File: src/rtl/lr_pkg.sv
// Shared constants and types for the line rasterizer.
`default_nettype none

package lr_pkg;

  // Coordinate and payload widths
  localparam int X_W     = 9;
  localparam int Y_W     = 8;
  localparam int POS_W   = 9;
  localparam int ERR_W   = 10;
  localparam int COLOR_W = 16;
  localparam int ADDR_W  = 32;

  // Parameter defaults
  localparam int X_LIMIT_DEF = 319;
  localparam int Y_LIMIT_DEF = 239;

  // Frame base after reset
  localparam logic [ADDR_W-1:0] FRAME_BASE_RST = 32'hC800_0000;

  // Action codes
  localparam logic ACT_START = 1'b0;
  localparam logic ACT_STEP  = 1'b1;

  // One input word
  typedef struct packed {
    logic               action;
    logic [X_W-1:0]     start_x;
    logic [Y_W-1:0]     start_y;
    logic [X_W-1:0]     end_x;
    logic [Y_W-1:0]     end_y;
    logic [COLOR_W-1:0] color;
  } lr_item_t;

  // One output word
  typedef struct packed {
    logic [X_W-1:0]     pixel_x;
    logic [Y_W-1:0]     pixel_y;
    logic [ADDR_W-1:0]  address;
    logic [COLOR_W-1:0] pixel_color;
    logic               last;
  } lr_pixel_t;

  // Engine result towards the output register
  typedef struct packed {
    logic      valid;
    lr_pixel_t pixel;
  } lr_result_t;

endpackage

`default_nettype wire

File: src/rtl/lr_if.sv
// Valid/ready channel interfaces for line commands and pixel writes.
`default_nettype none

interface lr_in_if;
  logic                       valid;
  logic                       ready;
  logic                       action;
  logic [lr_pkg::X_W-1:0]     start_x;
  logic [lr_pkg::Y_W-1:0]     start_y;
  logic [lr_pkg::X_W-1:0]     end_x;
  logic [lr_pkg::Y_W-1:0]     end_y;
  logic [lr_pkg::COLOR_W-1:0] color;

  modport source (output valid, action, start_x, start_y, end_x, end_y, color,
                  input ready);
  modport sink   (input valid, action, start_x, start_y, end_x, end_y, color,
                  output ready);
endinterface

interface lr_out_if;
  logic                       valid;
  logic                       ready;
  logic [lr_pkg::X_W-1:0]     pixel_x;
  logic [lr_pkg::Y_W-1:0]     pixel_y;
  logic [lr_pkg::ADDR_W-1:0]  address;
  logic [lr_pkg::COLOR_W-1:0] pixel_color;
  logic                       last;

  modport source (output valid, pixel_x, pixel_y, address, pixel_color, last,
                  input ready);
  modport sink   (input valid, pixel_x, pixel_y, address, pixel_color, last,
                  output ready);
endinterface

`default_nettype wire

File: src/rtl/line_rasterizer.sv
// Top level of the Bresenham line rasterizer.
//
//  channel   dir  handshake          word
//  in_chan   in   valid/ready        action, start_x, start_y, end_x, end_y, color
//  out_chan  out  valid/ready        pixel_x, pixel_y, address, pixel_color, last
//  cfg_*     in   cfg_we             cfg_wdata -> frame_base
//
// One word per cycle while the output is not stalled: a word is held in the input
// register, passes through the engine and its pixel is registered in the output register.
// The set-up of a start word and the step share one pass of the engine.
// Reset (rst_n low, synchronous) empties both registers, ends any line and
// loads the frame base. A stalled output holds its pixel; the input register
// still takes one more word behind it.
`default_nettype none

module line_rasterizer #(
  parameter int X_LIMIT = lr_pkg::X_LIMIT_DEF,
  parameter int Y_LIMIT = lr_pkg::Y_LIMIT_DEF
) (
  input  wire logic                       clk,
  input  wire logic                       rst_n,
  lr_in_if.sink                           in_chan,
  lr_out_if.source                        out_chan,
  input  wire logic                       cfg_we,
  input  wire logic [lr_pkg::ADDR_W-1:0]  cfg_wdata
);
  import lr_pkg::*;

  logic       item_valid;
  lr_item_t   item;
  lr_result_t res;
  logic       free;
  logic       fire;

  // A word moves through the engine when the output register has room
  assign fire = item_valid && free;

  lr_in_stage u_in (
    .clk        (clk),
    .rst_n      (rst_n),
    .in_chan    (in_chan),
    .take       (fire),
    .item_valid (item_valid),
    .item       (item)
  );

  lr_engine #(
    .X_LIMIT (X_LIMIT),
    .Y_LIMIT (Y_LIMIT)
  ) u_engine (
    .clk       (clk),
    .rst_n     (rst_n),
    .cfg_we    (cfg_we),
    .cfg_wdata (cfg_wdata),
    .fire      (fire),
    .item      (item),
    .res       (res)
  );

  lr_out_stage u_out (
    .clk      (clk),
    .rst_n    (rst_n),
    .res      (res),
    .free     (free),
    .out_chan (out_chan)
  );

endmodule

`default_nettype wire

File: src/rtl/lr_in_stage.sv
// Input register stage: captures one command word ahead of the engine.
`default_nettype none

module lr_in_stage (
  input  wire logic             clk,
  input  wire logic             rst_n,
  lr_in_if.sink                 in_chan,
  input  wire logic             take,
  output logic                  item_valid,
  output lr_pkg::lr_item_t      item
);
  import lr_pkg::*;

  logic     valid_r;
  logic     valid_nxt;
  lr_item_t item_r;
  logic     load;

  // Free when empty or when the held word moves on this cycle
  assign in_chan.ready = !valid_r || take;
  assign load          = in_chan.valid && in_chan.ready;

  always_comb begin
    valid_nxt = valid_r;
    if (load) begin
      valid_nxt = 1'b1;
    end else if (take) begin
      valid_nxt = 1'b0;
    end
  end

  always_ff @(posedge clk) begin
    if (!rst_n) begin
      valid_r <= 1'b0;
    end else begin
      valid_r <= valid_nxt;
    end
  end

  // Payload capture, no reset needed
  always_ff @(posedge clk) begin
    if (load) begin
      item_r <= '{action:  in_chan.action,
                  start_x: in_chan.start_x,
                  start_y: in_chan.start_y,
                  end_x:   in_chan.end_x,
                  end_y:   in_chan.end_y,
                  color:   in_chan.color};
    end
  end

  assign item_valid = valid_r;
  assign item       = item_r;

endmodule

`default_nettype wire

File: src/rtl/lr_engine.sv
// Bresenham engine: line set-up, pixel emit and one-step advance per word.
`default_nettype none

module lr_engine #(
  parameter int X_LIMIT = lr_pkg::X_LIMIT_DEF,
  parameter int Y_LIMIT = lr_pkg::Y_LIMIT_DEF
) (
  input  wire logic                       clk,
  input  wire logic                       rst_n,
  input  wire logic                       cfg_we,
  input  wire logic [lr_pkg::ADDR_W-1:0]  cfg_wdata,
  input  wire logic                       fire,
  input  wire lr_pkg::lr_item_t           item,
  output lr_pkg::lr_result_t              res
);
  import lr_pkg::*;

  localparam logic [POS_W-1:0] XL = POS_W'(X_LIMIT);
  localparam logic [POS_W-1:0] YL = POS_W'(Y_LIMIT);

  // Line state
  logic [ADDR_W-1:0]  frame_base_r;
  logic               active_r;
  logic               steep_r;
  logic [POS_W-1:0]   major_pos_r;
  logic [POS_W-1:0]   major_end_r;
  logic [POS_W-1:0]   minor_pos_r;
  logic [ERR_W-1:0]   err_r;
  logic [POS_W-1:0]   major_delta_r;
  logic [POS_W-1:0]   minor_delta_r;
  logic               dir_down_r;
  logic [COLOR_W-1:0] color_r;

  // Set-up terms
  logic             start;
  logic [POS_W-1:0] x0, y0, x1, y1, dx, dy;
  logic [POS_W-1:0] a0, b0, a1, b1, sa0, sb0, sa1, sb1;
  logic             s_steep;
  logic [POS_W-1:0] s_maj_d, s_min_d;
  logic [ERR_W-1:0] s_err;

  // Current position and advance
  logic               c_steep, c_dir;
  logic [POS_W-1:0]   c_maj, c_end, c_min, c_maj_d, c_min_d;
  logic [ERR_W-1:0]   c_err;
  logic [COLOR_W-1:0] c_color;
  logic [POS_W-1:0]   px, py;
  logic               is_last, emit, err_ge;
  logic [ERR_W:0]     err_sum;
  logic [ERR_W-1:0]   err_sub;
  logic [ERR_W-1:0]   err_nxt;
  logic [POS_W-1:0]   maj_nxt, min_nxt;
  logic               active_nxt;

  // Saturate endpoints to the screen limits
  always_comb begin
    x0 = (item.start_x > XL) ? XL : item.start_x;
    x1 = (item.end_x > XL) ? XL : item.end_x;
    y0 = ({1'b0, item.start_y} > YL) ? YL : {1'b0, item.start_y};
    y1 = ({1'b0, item.end_y} > YL) ? YL : {1'b0, item.end_y};
    dx = (x1 > x0) ? x1 - x0 : x0 - x1;
    dy = (y1 > y0) ? y1 - y0 : y0 - y1;
  end

  // Axis swap for steep lines, then order along the major axis
  always_comb begin
    s_steep = dy > dx;
    a0 = s_steep ? y0 : x0;
    b0 = s_steep ? x0 : y0;
    a1 = s_steep ? y1 : x1;
    b1 = s_steep ? x1 : y1;
    if (a0 > a1) begin
      sa0 = a1; sb0 = b1; sa1 = a0; sb1 = b0;
    end else begin
      sa0 = a0; sb0 = b0; sa1 = a1; sb1 = b1;
    end
    s_maj_d = sa1 - sa0;
    s_min_d = (sb1 > sb0) ? sb1 - sb0 : sb0 - sb1;
    s_err   = ERR_W'(0) - {2'b00, s_maj_d[POS_W-1:1]};
  end

  // Pick fresh set-up on a start word, held state otherwise
  assign start = (item.action == ACT_START);
  assign emit  = start || active_r;

  always_comb begin
    if (start) begin
      c_steep = s_steep;  c_maj = sa0;        c_end = sa1;
      c_min   = sb0;      c_maj_d = s_maj_d;  c_min_d = s_min_d;
      c_dir   = sb0 < sb1; c_err = s_err;     c_color = item.color;
    end else begin
      c_steep = steep_r;    c_maj = major_pos_r;     c_end = major_end_r;
      c_min   = minor_pos_r; c_maj_d = major_delta_r; c_min_d = minor_delta_r;
      c_dir   = dir_down_r;  c_err = err_r;           c_color = color_r;
    end
  end

  // Emitted pixel
  assign px      = c_steep ? c_min : c_maj;
  assign py      = c_steep ? c_maj : c_min;
  assign is_last = (c_maj == c_end);

  // One Bresenham step
  always_comb begin
    err_sum = {c_err[ERR_W-1], c_err} + {2'b00, c_min_d};
    err_ge  = !err_sum[ERR_W];
    err_sub = err_sum[ERR_W-1:0] - {1'b0, c_maj_d};
    err_nxt = err_ge ? err_sub : err_sum[ERR_W-1:0];
    if (err_ge) begin
      min_nxt = c_dir ? c_min + POS_W'(1) : c_min - POS_W'(1);
    end else begin
      min_nxt = c_min;
    end
    maj_nxt    = c_maj + POS_W'(1);
    active_nxt = active_r;
    if (fire && emit) begin
      active_nxt = !is_last;
    end
  end

  always_comb begin
    res.valid             = fire && emit;
    res.pixel.pixel_x     = px;
    res.pixel.pixel_y     = py[Y_W-1:0];
    res.pixel.address     = frame_base_r + {13'd0, py, 10'd0} + {22'd0, px, 1'b0};
    res.pixel.pixel_color = c_color;
    res.pixel.last        = is_last;
  end

  // Control and configuration registers
  always_ff @(posedge clk) begin
    if (!rst_n) begin
      active_r     <= 1'b0;
      frame_base_r <= FRAME_BASE_RST;
    end else begin
      active_r <= active_nxt;
      if (cfg_we) begin
        frame_base_r <= cfg_wdata;
      end
    end
  end

  // Line datapath registers
  always_ff @(posedge clk) begin
    if (fire && emit) begin
      steep_r       <= c_steep;
      major_end_r   <= c_end;
      major_delta_r <= c_maj_d;
      minor_delta_r <= c_min_d;
      dir_down_r    <= c_dir;
      color_r       <= c_color;
      major_pos_r   <= maj_nxt;
      minor_pos_r   <= min_nxt;
      err_r         <= err_nxt;
    end
  end

  // A finished line leaves the engine idle
  a_last_idles: assert property (@(posedge clk) disable iff (!rst_n)
    (fire && emit && is_last) |=> !active_r)
    else $error("engine still active after last pixel");

  // While drawing, the major position has not passed the end point
  a_pos_bound: assert property (@(posedge clk) disable iff (!rst_n)
    active_r |-> (major_pos_r <= major_end_r))
    else $error("major position beyond end point");

  // Between steps the error term is never positive and the minor slope at most one
  a_err_neg: assert property (@(posedge clk) disable iff (!rst_n)
    active_r |-> ((err_r[ERR_W-1] || (err_r == '0)) && (minor_delta_r <= major_delta_r)))
    else $error("error term or deltas out of range");

endmodule

`default_nettype wire

File: src/rtl/lr_out_stage.sv
// Output register stage: holds one pixel word until the sink takes it.
`default_nettype none

module lr_out_stage (
  input  wire logic                clk,
  input  wire logic                rst_n,
  input  wire lr_pkg::lr_result_t  res,
  output logic                     free,
  lr_out_if.source                 out_chan
);
  import lr_pkg::*;

  logic      valid_r;
  logic      valid_nxt;
  lr_pixel_t pixel_r;

  // Room for a new word when empty or being drained now
  assign free = !valid_r || out_chan.ready;

  always_comb begin
    valid_nxt = valid_r;
    if (free) begin
      valid_nxt = res.valid;
    end
  end

  always_ff @(posedge clk) begin
    if (!rst_n) begin
      valid_r <= 1'b0;
    end else begin
      valid_r <= valid_nxt;
    end
  end

  always_ff @(posedge clk) begin
    if (free && res.valid) begin
      pixel_r <= res.pixel;
    end
  end

  assign out_chan.valid       = valid_r;
  assign out_chan.pixel_x     = pixel_r.pixel_x;
  assign out_chan.pixel_y     = pixel_r.pixel_y;
  assign out_chan.address     = pixel_r.address;
  assign out_chan.pixel_color = pixel_r.pixel_color;
  assign out_chan.last        = pixel_r.last;

endmodule

`default_nettype wire

File: src/flat_wrapper.sv
// flat-port wrapper written by rule: the top's interface ports become plain ports
module line_rasterizer_flat import lr_pkg::*;
#(
  parameter int X_LIMIT = lr_pkg::X_LIMIT_DEF,
  parameter int Y_LIMIT = lr_pkg::Y_LIMIT_DEF
)
  (clk, rst_n, cfg_we, cfg_wdata, in_chan_valid, in_chan_action, in_chan_start_x, in_chan_start_y, in_chan_end_x, in_chan_end_y, in_chan_color, in_chan_ready, out_chan_valid, out_chan_pixel_x, out_chan_pixel_y, out_chan_address, out_chan_pixel_color, out_chan_last, out_chan_ready);
  lr_in_if in_chan_i ();
  lr_out_if out_chan_i ();
  input  wire logic clk;
  input  wire logic rst_n;
  input  wire logic cfg_we;
  input  wire logic [lr_pkg::ADDR_W-1:0] cfg_wdata;
  input wire logic [$bits(in_chan_i.valid)-1:0] in_chan_valid;
  input wire logic [$bits(in_chan_i.action)-1:0] in_chan_action;
  input wire logic [$bits(in_chan_i.start_x)-1:0] in_chan_start_x;
  input wire logic [$bits(in_chan_i.start_y)-1:0] in_chan_start_y;
  input wire logic [$bits(in_chan_i.end_x)-1:0] in_chan_end_x;
  input wire logic [$bits(in_chan_i.end_y)-1:0] in_chan_end_y;
  input wire logic [$bits(in_chan_i.color)-1:0] in_chan_color;
  output wire logic [$bits(in_chan_i.ready)-1:0] in_chan_ready;
  output wire logic [$bits(out_chan_i.valid)-1:0] out_chan_valid;
  output wire logic [$bits(out_chan_i.pixel_x)-1:0] out_chan_pixel_x;
  output wire logic [$bits(out_chan_i.pixel_y)-1:0] out_chan_pixel_y;
  output wire logic [$bits(out_chan_i.address)-1:0] out_chan_address;
  output wire logic [$bits(out_chan_i.pixel_color)-1:0] out_chan_pixel_color;
  output wire logic [$bits(out_chan_i.last)-1:0] out_chan_last;
  input wire logic [$bits(out_chan_i.ready)-1:0] out_chan_ready;
  assign in_chan_i.valid = in_chan_valid;
  assign in_chan_i.action = in_chan_action;
  assign in_chan_i.start_x = in_chan_start_x;
  assign in_chan_i.start_y = in_chan_start_y;
  assign in_chan_i.end_x = in_chan_end_x;
  assign in_chan_i.end_y = in_chan_end_y;
  assign in_chan_i.color = in_chan_color;
  assign in_chan_ready = in_chan_i.ready;
  assign out_chan_valid = out_chan_i.valid;
  assign out_chan_pixel_x = out_chan_i.pixel_x;
  assign out_chan_pixel_y = out_chan_i.pixel_y;
  assign out_chan_address = out_chan_i.address;
  assign out_chan_pixel_color = out_chan_i.pixel_color;
  assign out_chan_last = out_chan_i.last;
  assign out_chan_i.ready = out_chan_ready;
  line_rasterizer #(.X_LIMIT(X_LIMIT), .Y_LIMIT(Y_LIMIT)) u_core (.clk(clk), .rst_n(rst_n), .in_chan(in_chan_i), .out_chan(out_chan_i), .cfg_we(cfg_we), .cfg_wdata(cfg_wdata));
endmodule
File: config.mk
export PLATFORM = sky130hd
export DESIGN_NAME = line_rasterizer_flat
export DESIGN_NICKNAME = d
export VERILOG_FILES = /design/src/rtl/lr_pkg.sv /design/src/rtl/lr_if.sv /design/src/rtl/line_rasterizer.sv /design/src/rtl/lr_in_stage.sv /design/src/rtl/lr_engine.sv /design/src/rtl/lr_out_stage.sv /design/src/flat_wrapper.sv
export SDC_FILE = /design/constraint.sdc
export NUM_CORES = 1
export LEC_CHECK = 0
export BUFFER_PORTS_ARGS = -buffer_cell sky130_fd_sc_hd__clkbuf_2
export CORE_AREA = 2 2 239 147
export CTS_CLUSTER_DIAMETER = 200
export DETAILED_ROUTE_END_ITERATION = 7
export DIE_AREA = 0 0 241 149
export PLACE_DENSITY = 0.65
export SKIP_LAST_GASP = 1
export SYNTH_ARGS = -nofsm -noshare
export SYNTH_HDL_FRONTEND = slang
export SYNTH_HIERARCHICAL = 1
export SYNTH_SLANG_ARGS = --single-unit
File: constraint.sdc
create_clock -name clk -period 41.7 [get_ports clk]
set_clock_uncertainty 0.2 [all_clocks]
set_input_delay 4.17 -clock clk [delete_from_list [all_inputs] [get_ports clk]]
set_output_delay 4.17 -clock clk [all_outputs]
set_load 0.1 [all_outputs]
Word level (Yosys, flattened, before mapping)
Index checks and enable logic that the tools add are counted.
{"block": "totals", "register_bits": 225, "latch_bits": 0, "ram_bits": 0, "rom_bits": 0, "inputBits": 88, "output_inout_bits": 68, "wordCells": 93, "n_memories": 0}
{"block": "classes", "addsub": 15, "n_mul": 0, "div": 0, "n_lt_le_gt_ge": 10, "eq_ne": 1, "shifts": 0, "n_mux": 31, "bitwise_logic": 1, "n_reduce_logical": 11}
{"operator": "$mux 9", "count": 22}
{"operator": "$sub 9x9->9", "count": 5}
{"operator": "$gt 9x9->1", "count": 4}
{"operator": "$add 32x10->32", "count": 1}
{"operator": "$add 32x19->32", "count": 1}
{"operator": "$mux 10", "count": 2}
{"operator": "$add 9x1->9 const B", "count": 2}
{"operator": "$gt 9x9->1 const B", "count": 2}
{"operator": "$sub 8x8->9", "count": 2}
{"operator": "$gt 8x8->1 const B", "count": 2}
{"operator": "$mux 16", "count": 1}
{"operator": "$mux 8", "count": 2}
{"operator": "$add 10x10->11", "count": 1}
{"operator": "$sub 10x9->10", "count": 1}
{"operator": "$eq 9x9->1", "count": 1}
{"operator": "$lt 9x9->1", "count": 1}
{"operator": "$sub 1x8->9 const A", "count": 1}
{"operator": "$sub 9x1->9 const B", "count": 1}
{"operator": "$gt 8x8->1", "count": 1}
{"operator": "$logic_and 1x1->1", "count": 4}
{"operator": "$mux 1", "count": 4}
{"operator": "$logic_not 1->1", "count": 3}
{"operator": "$logic_or 1x1->1", "count": 3}
{"operator": "$reduce_bool 2->1", "count": 1}
{"operator": "$not 1->1", "count": 1}

Depth between registers and ports, before layout
{"block": "depth", "ltp_word": 14, "depth_mapped": 72, "depth_no_buf": 60}

Modules after synthesis
Netlist, hierarchy kept.
{"module": "lr_engine", "instances": 1, "cells_per_inst": 1370, "area_per_inst_um2": 11290.8, "seq_area_each_um2": 2852.7}
{"module": "lr_out_stage", "instances": 1, "cells_per_inst": 71, "area_per_inst_um2": 2039.5, "seq_area_each_um2": 2001.9}
{"module": "lr_in_stage", "instances": 1, "cells_per_inst": 56, "area_per_inst_um2": 1589.0, "seq_area_each_um2": 1551.5}
{"module": "line_rasterizer", "instances": 1, "cells_per_inst": 1, "area_per_inst_um2": 6.3, "seq_area_each_um2": 0.0}

Worst setup path after synthesis
No wires, ideal clock.
{"block": "synth_path", "path_kind": "register to register", "startpoint": "reg u_core.u_in.item_r, in the netlist u_core/u_in/item[32]", "endpoint": "reg u_core.u_engine.err_r[9] (data pin)", "setup_time_ps": 256, "arrival_time_ps": 12630, "required_time_ps": 41244, "slack_ps": 28614, "path_stages_with_launch": 69, "n_path_buf": 11, "synth_period_minus_slack_ps": 13086, "path_cell_list": "edfxtp_1 -> clkbuf_1 -> o21a_1 -> nor2_1 -> ha_1 -> nor2b_1 -> o21ai_0 -> a21oi_1 -> o21ai_0 -> nand2_1 -> a21o_1 -> a21o_1 -> a21o_1 -> a21o_1 -> o21ai_1 -> mux2_2 -> o221ai_1 -> a221o_1 -> [... 33 more ...] -> or2_2 -> nor2_1 -> ha_1 -> a21o_1 -> a31oi_1 -> o31ai_1 -> o21a_1 -> a21o_1 -> a21oi_1 -> xnor2_1 -> ha_1 -> o21a_1 -> o21ai_0 -> nand2b_1 -> a21oi_1 -> and4b_1 -> nand2_1 -> and4b_1"}
{"block": "synth_via", "elab_chain_cells": 14, "word_cells_on_any_way": 28, "cone_classes": "8 x add/sub; 5 x order compare; 15 x mux"}
{"element": "from (decl)", "line_no": "lr_in_stage.sv:16", "rtl": "lr_item_t item_r;"}
{"element": "from (signal assigned)", "line_no": "lr_in_stage.sv:43", "rtl": "item_r <= '{action: in_chan.action,"}
{"element": "$gt 9x9->1", "line_no": "lr_engine.sv:58", "rtl": "x1 = (item.end_x > XL) ? XL : item.end_x;"}
{"element": "$mux 9 *", "line_no": "lr_engine.sv:58"}
{"element": "$sub 9x9->9 / $gt 9x9->1 (equally long branches)", "line_no": "lr_engine.sv:61", "rtl": "dx = (x1 > x0) ? x1 - x0 : x0 - x1;"}
{"element": "$mux 9", "line_no": "lr_engine.sv:61"}
{"element": "$gt 9x9->1", "line_no": "lr_engine.sv:67", "rtl": "s_steep = dy > dx;"}
{"element": "$mux 9 (on tied branches)", "line_no": "lr_engine.sv:68, lr_engine.sv:70"}
{"element": "$gt 9x9->1", "line_no": "lr_engine.sv:72", "rtl": "if (a0 > a1) begin"}
{"element": "$mux 9", "line_no": "lr_engine.sv:72"}
{"element": "$sub 9x9->9, or another cell as far along", "line_no": "lr_engine.sv:77", "rtl": "s_maj_d = sa1 - sa0;"}
{"element": "$sub 1x8->9 / $mux 9 (equally long branches)", "line_no": "lr_engine.sv:79, lr_engine.sv:78"}
{"element": "$mux 10 / $mux 9 (equally long branches)", "line_no": "lr_engine.sv:87", "rtl": "if (start) begin"}
{"element": "$add 10x10->11", "line_no": "lr_engine.sv:105", "rtl": "err_sum = {c_err[ERR_W-1], c_err} + {2'b00, c_min_d};"}
{"element": "$sub 10x9->10", "line_no": "lr_engine.sv:107", "rtl": "err_sub = err_sum[ERR_W-1:0] - {1'b0, c_maj_d};"}
{"element": "$mux 10 *", "line_no": "lr_engine.sv:108", "rtl": "err_nxt = err_ge ? err_sub : err_sum[ERR_W-1:0];"}
{"element": "named net u_core.u_engine.err_nxt[9]", "line_no": "lr_engine.sv:51", "rtl": "logic [ERR_W-1:0] err_nxt;"}
{"element": "to (signal assigned)", "line_no": "lr_engine.sv:154", "rtl": "err_r <= err_nxt;"}
{"element": "to (decl)", "line_no": "lr_engine.sv:28", "rtl": "logic [ERR_W-1:0] err_r;"}
Mark *: on every way through the listed nets, which the timed path passes. The rest lies on a longest branch.
A chain may end at the register's enable or synchronous reset.

Final worst setup path
{"block": "layout_path", "startpoint": "reg u_core.u_in.item_r, in the netlist u_core/u_in/item[48]", "endpoint": "reg u_core.u_engine.err_r[7] (data pin)"}
{"block": "layout_via", "elab_chain_cells": 14, "word_cells_on_any_way": 28, "cone_classes": "8 x add/sub; 5 x order compare; 15 x mux"}
{"element": "$gt 9x9->1", "line_no": "lr_engine.sv:57", "rtl": "x0 = (item.start_x > XL) ? XL : item.start_x;"}
{"element": "$mux 9 *", "line_no": "lr_engine.sv:57"}
{"element": "$sub 9x9->9 / $gt 9x9->1 (equally long branches)", "line_no": "lr_engine.sv:61"}
{"element": "$mux 9", "line_no": "lr_engine.sv:61"}
{"element": "$gt 9x9->1", "line_no": "lr_engine.sv:67"}
{"element": "$mux 9 (on tied branches)", "line_no": "lr_engine.sv:68, lr_engine.sv:70"}
{"element": "$gt 9x9->1", "line_no": "lr_engine.sv:72"}
{"element": "$mux 9", "line_no": "lr_engine.sv:72"}
{"element": "$sub 9x9->9 / $gt 9x9->1 (equally long branches)", "line_no": "lr_engine.sv:78", "rtl": "s_min_d = (sb1 > sb0) ? sb1 - sb0 : sb0 - sb1;"}
{"element": "$mux 9 *", "line_no": "lr_engine.sv:78"}
{"element": "$mux 9 *", "line_no": "lr_engine.sv:87"}
{"element": "named net u_core.u_engine.c_min_d[6]", "line_no": "lr_engine.sv:44", "rtl": "logic [POS_W-1:0] c_maj, c_end, c_min, c_maj_d, c_min_d;"}
{"element": "$add 10x10->11 *", "line_no": "lr_engine.sv:105"}
{"element": "$sub 10x9->10", "line_no": "lr_engine.sv:107"}
{"element": "$mux 10 *", "line_no": "lr_engine.sv:108"}
{"element": "named net u_core.u_engine.err_nxt[7]", "line_no": "lr_engine.sv:51"}
Marks and branches as above.

==> flow_summary.toml <==
[sta]
slew_violations = 0
worst_slew_pin_slew_ns = 1.16
finalCritPeriodShare = 0.368
rsz0062_at_grt = "false"
fin_crit_ns = 15.36
max_freq_mhz = 65.1
setup_tns_ns = 0
setup_viol = 0
finalHoldViolations = 0
slew_headroom = 0.228

[job]
maxCapViolations = 0

[drt]
vias = 11700
routedWlPerCell_microns = 19.1
ant_nets = 0
vias_per_cell = 5.53
wl_microns = 40300
firstDrtPassIters = 6
drc = 0
drtIter0Drc = 1341

[min_path]
min_path_cells = 0
worstHoldPathType = "reg2reg"

[run_status]
outcome = "finished, final reports clean"

[logic_synthesis]
ys_async_sr_fraction = 0
synth_area_sq_um = 14900
synth_warnings = 6
synth-edff-count = 190
synth-compound-area-share = 0.151
ys_ff_latch = 225
synth_most_common_cell = "edfxtp_1"
synth_top_area_cell = "edfxtp_1"
synth_xor_area_frac = 0.0569
synthSimpleGateAreaFrac = 0.135
yosys-top-cells-count = "edfxtp_1 (190), nand2_1 (136), inv_1 (116)"
synth_top_family_by_area = "compound AO/OA/AOI/OAI gates"
synth.area.mux_share = 0.0706
syn_inst = 1498
yosysUniqueCellTypes = 86
synthFlopType = "edfxtp_1"
synthAdderAreaFrac = 0.108
synth_fp_nets = 1709
synth_seq_area_share = 0.429
synth.avg_cell_area_sq_um = 9.96
netlist.area_leader.share = 0.382
synth.area.top_cells = "edfxtp_1 (38%), ha_1 (9.5%), dfxtp_1 (4.7%)"

[placement]
io_buffer_count = 155
hpwl_microns = 30400
gp_congestion = 0.934

[global_route]
gr-total-overflow = 0
grt_pass1_vias = 11000
grt_pass1_wl_microns = 62300
antenna_found_initial = 0
grt_max_degree = 75
grt_use_total = 0.224

[final_layout]
n_antenna_cell = 0
nets = 1836
syn2layout_area_growth_pct = 12.8
layout-drive-gt1-share = 0.160

[critical_path]
cp-start-kind = "flop"
reg2regPathDepth = 55
crit_cells = 55
worstSetupPathType = "reg2reg"
critical-path-top-delay-family = "compound AO/OA/AOI/OAI gates"
cpMostUsedCell = "a21o_1"
cp_slowest_cell = "and2_1"
crit_arrival_ns = 15.45
cpPeakStageDelay_ns = 0.95
path_max_fanout = 33
worst-path-buf-inv = 3
required_ns = 41.78
end_kind = "flop"

[clock_network]
cts_resized = 0
cts_hold_buffers = 0
tritoncts = "built"
clk_pin_slew_worst_paths_ns = 0.07
cts_sinks = 225
numCtsBuffers = 24
clk_latency_ns = 0.56
cts_root_buffer = "clkbuf_16"
post-cts-setup-buffers = 0
htree_levels = 1
clockBufferDepth = 3

[die]
die_h_microns = 149
rows = 53
die_area_sq_um = 35900
die_w_microns = 241
start_util = 0.438
core_sq_um = 34100
ios = 156
==> worst paths after layout <==
| check | end | from | slack (ns) |
|---|---|---|---|
| setup / recovery | u_core/u_engine/err_r[7] | u_core/u_in/item[48] | 26.34 |
| setup reg to reg | u_core/u_engine/err_r[7] | u_core/u_in/item[48] | 26.34 |
| hold / removal | u_core/u_out/out_chan.address[0] | u_core/u_engine/frame_base_r[0] | 0.23 |
| hold reg to reg | u_core/u_out/out_chan.address[0] | u_core/u_engine/frame_base_r[0] | 0.23 |
==> sequential cells by signal, summed over array words and instances, names as in the netlist, 8 cells and up <==
signal and flops:
u_core/u_engine/color_r 16, u_core/u_engine/err_r 10, u_core/u_engine/frame_base_r 32, u_core/u_engine/major_delta_r 9
u_core/u_engine/major_end_r 9, u_core/u_engine/major_pos_r 9, u_core/u_engine/minor_delta_r 9, u_core/u_engine/minor_pos_r 9
u_core/u_in/item 51, u_core/u_out/out_chan.address 32, u_core/u_out/out_chan.pixel_color 16, u_core/u_out/out_chan.pixel_x 9
u_core/u_out/out_chan.pixel_y 8
==> layer usage <==
metal  track usage  wire, microns  vias to the layer above
li1              -              -                     5590
met1         0.356          20100                     5582
met2         0.309          16000                      444
met3        0.0490           3650                       57
met4        0.0386            582                        0
met5             0              0                        -
==> kinds of logic (layout without fill, tap and decap cells) <==
family / count (synthesis) / count (layout)
AOI/OAI and AO/OA: 349 / 349
xor gates and xnor gates: 97 / 97
adders and majority gates: 123 / 123
buffers and inverters: 183 / 328
DFF: 225 / 225
muxes: 101 / 101
and+or+nand+nor: 420 / 420
==> per-stage QoR <==
| stage | std cells | cell area [sq um] | hold slack [ns] | setup WS, ns | util |
|---|---|---|---|---|---|
| finish | 2110 | 16800 | 0.233 | 26.34 | 0.494 |
| global route | 2110 | 16800 | 0.255 | 25.26 | 0.494 |
| CTS | 2110 | 16800 | 0.238 | 26.71 | 0.494 |
| detailed placement | 2066 | 16100 | 0.223 | 26.79 | 0.472 |
| global placement | 2066 | 16100 | 0.213 | 26.95 | 0.472 |
| floorplan | 1498 | 14900 | 0.264 | 28.61 | - |
==> cells in the final DEF, fill, tap and decap left out, types with 23 or more instances in the layout <==
cell type    n
clkbuf_16   24
nor2_1     108
nand3_1     30
ha_1       113
a21o_1      34
a21oi_1    113
dfxtp_1     35
nand2b_1    23
nor2b_1     41
xnor2_1     62
xor2_1      35
o21ai_0     84
edfxtp_1   190
inv_1      116
clkbuf_2   155
nand2_1    136
mux2_2      30
mux2i_1     67
==> final cells by class <==
type                            count  area [sq um]
Clock inverter                     12          77.6
Clock buffer                       32           661
Inverter                          118           443
Sequential cell                   225          6410
Fill cell                        3144         17300
Tap cell                          467           584
Timing Repair Buffer              166           858
Multi-Input combinational cell   1090          7800
Power is not shown: default switching activity piles up to over one toggle a cycle in this logic, so the estimate is an artifact.
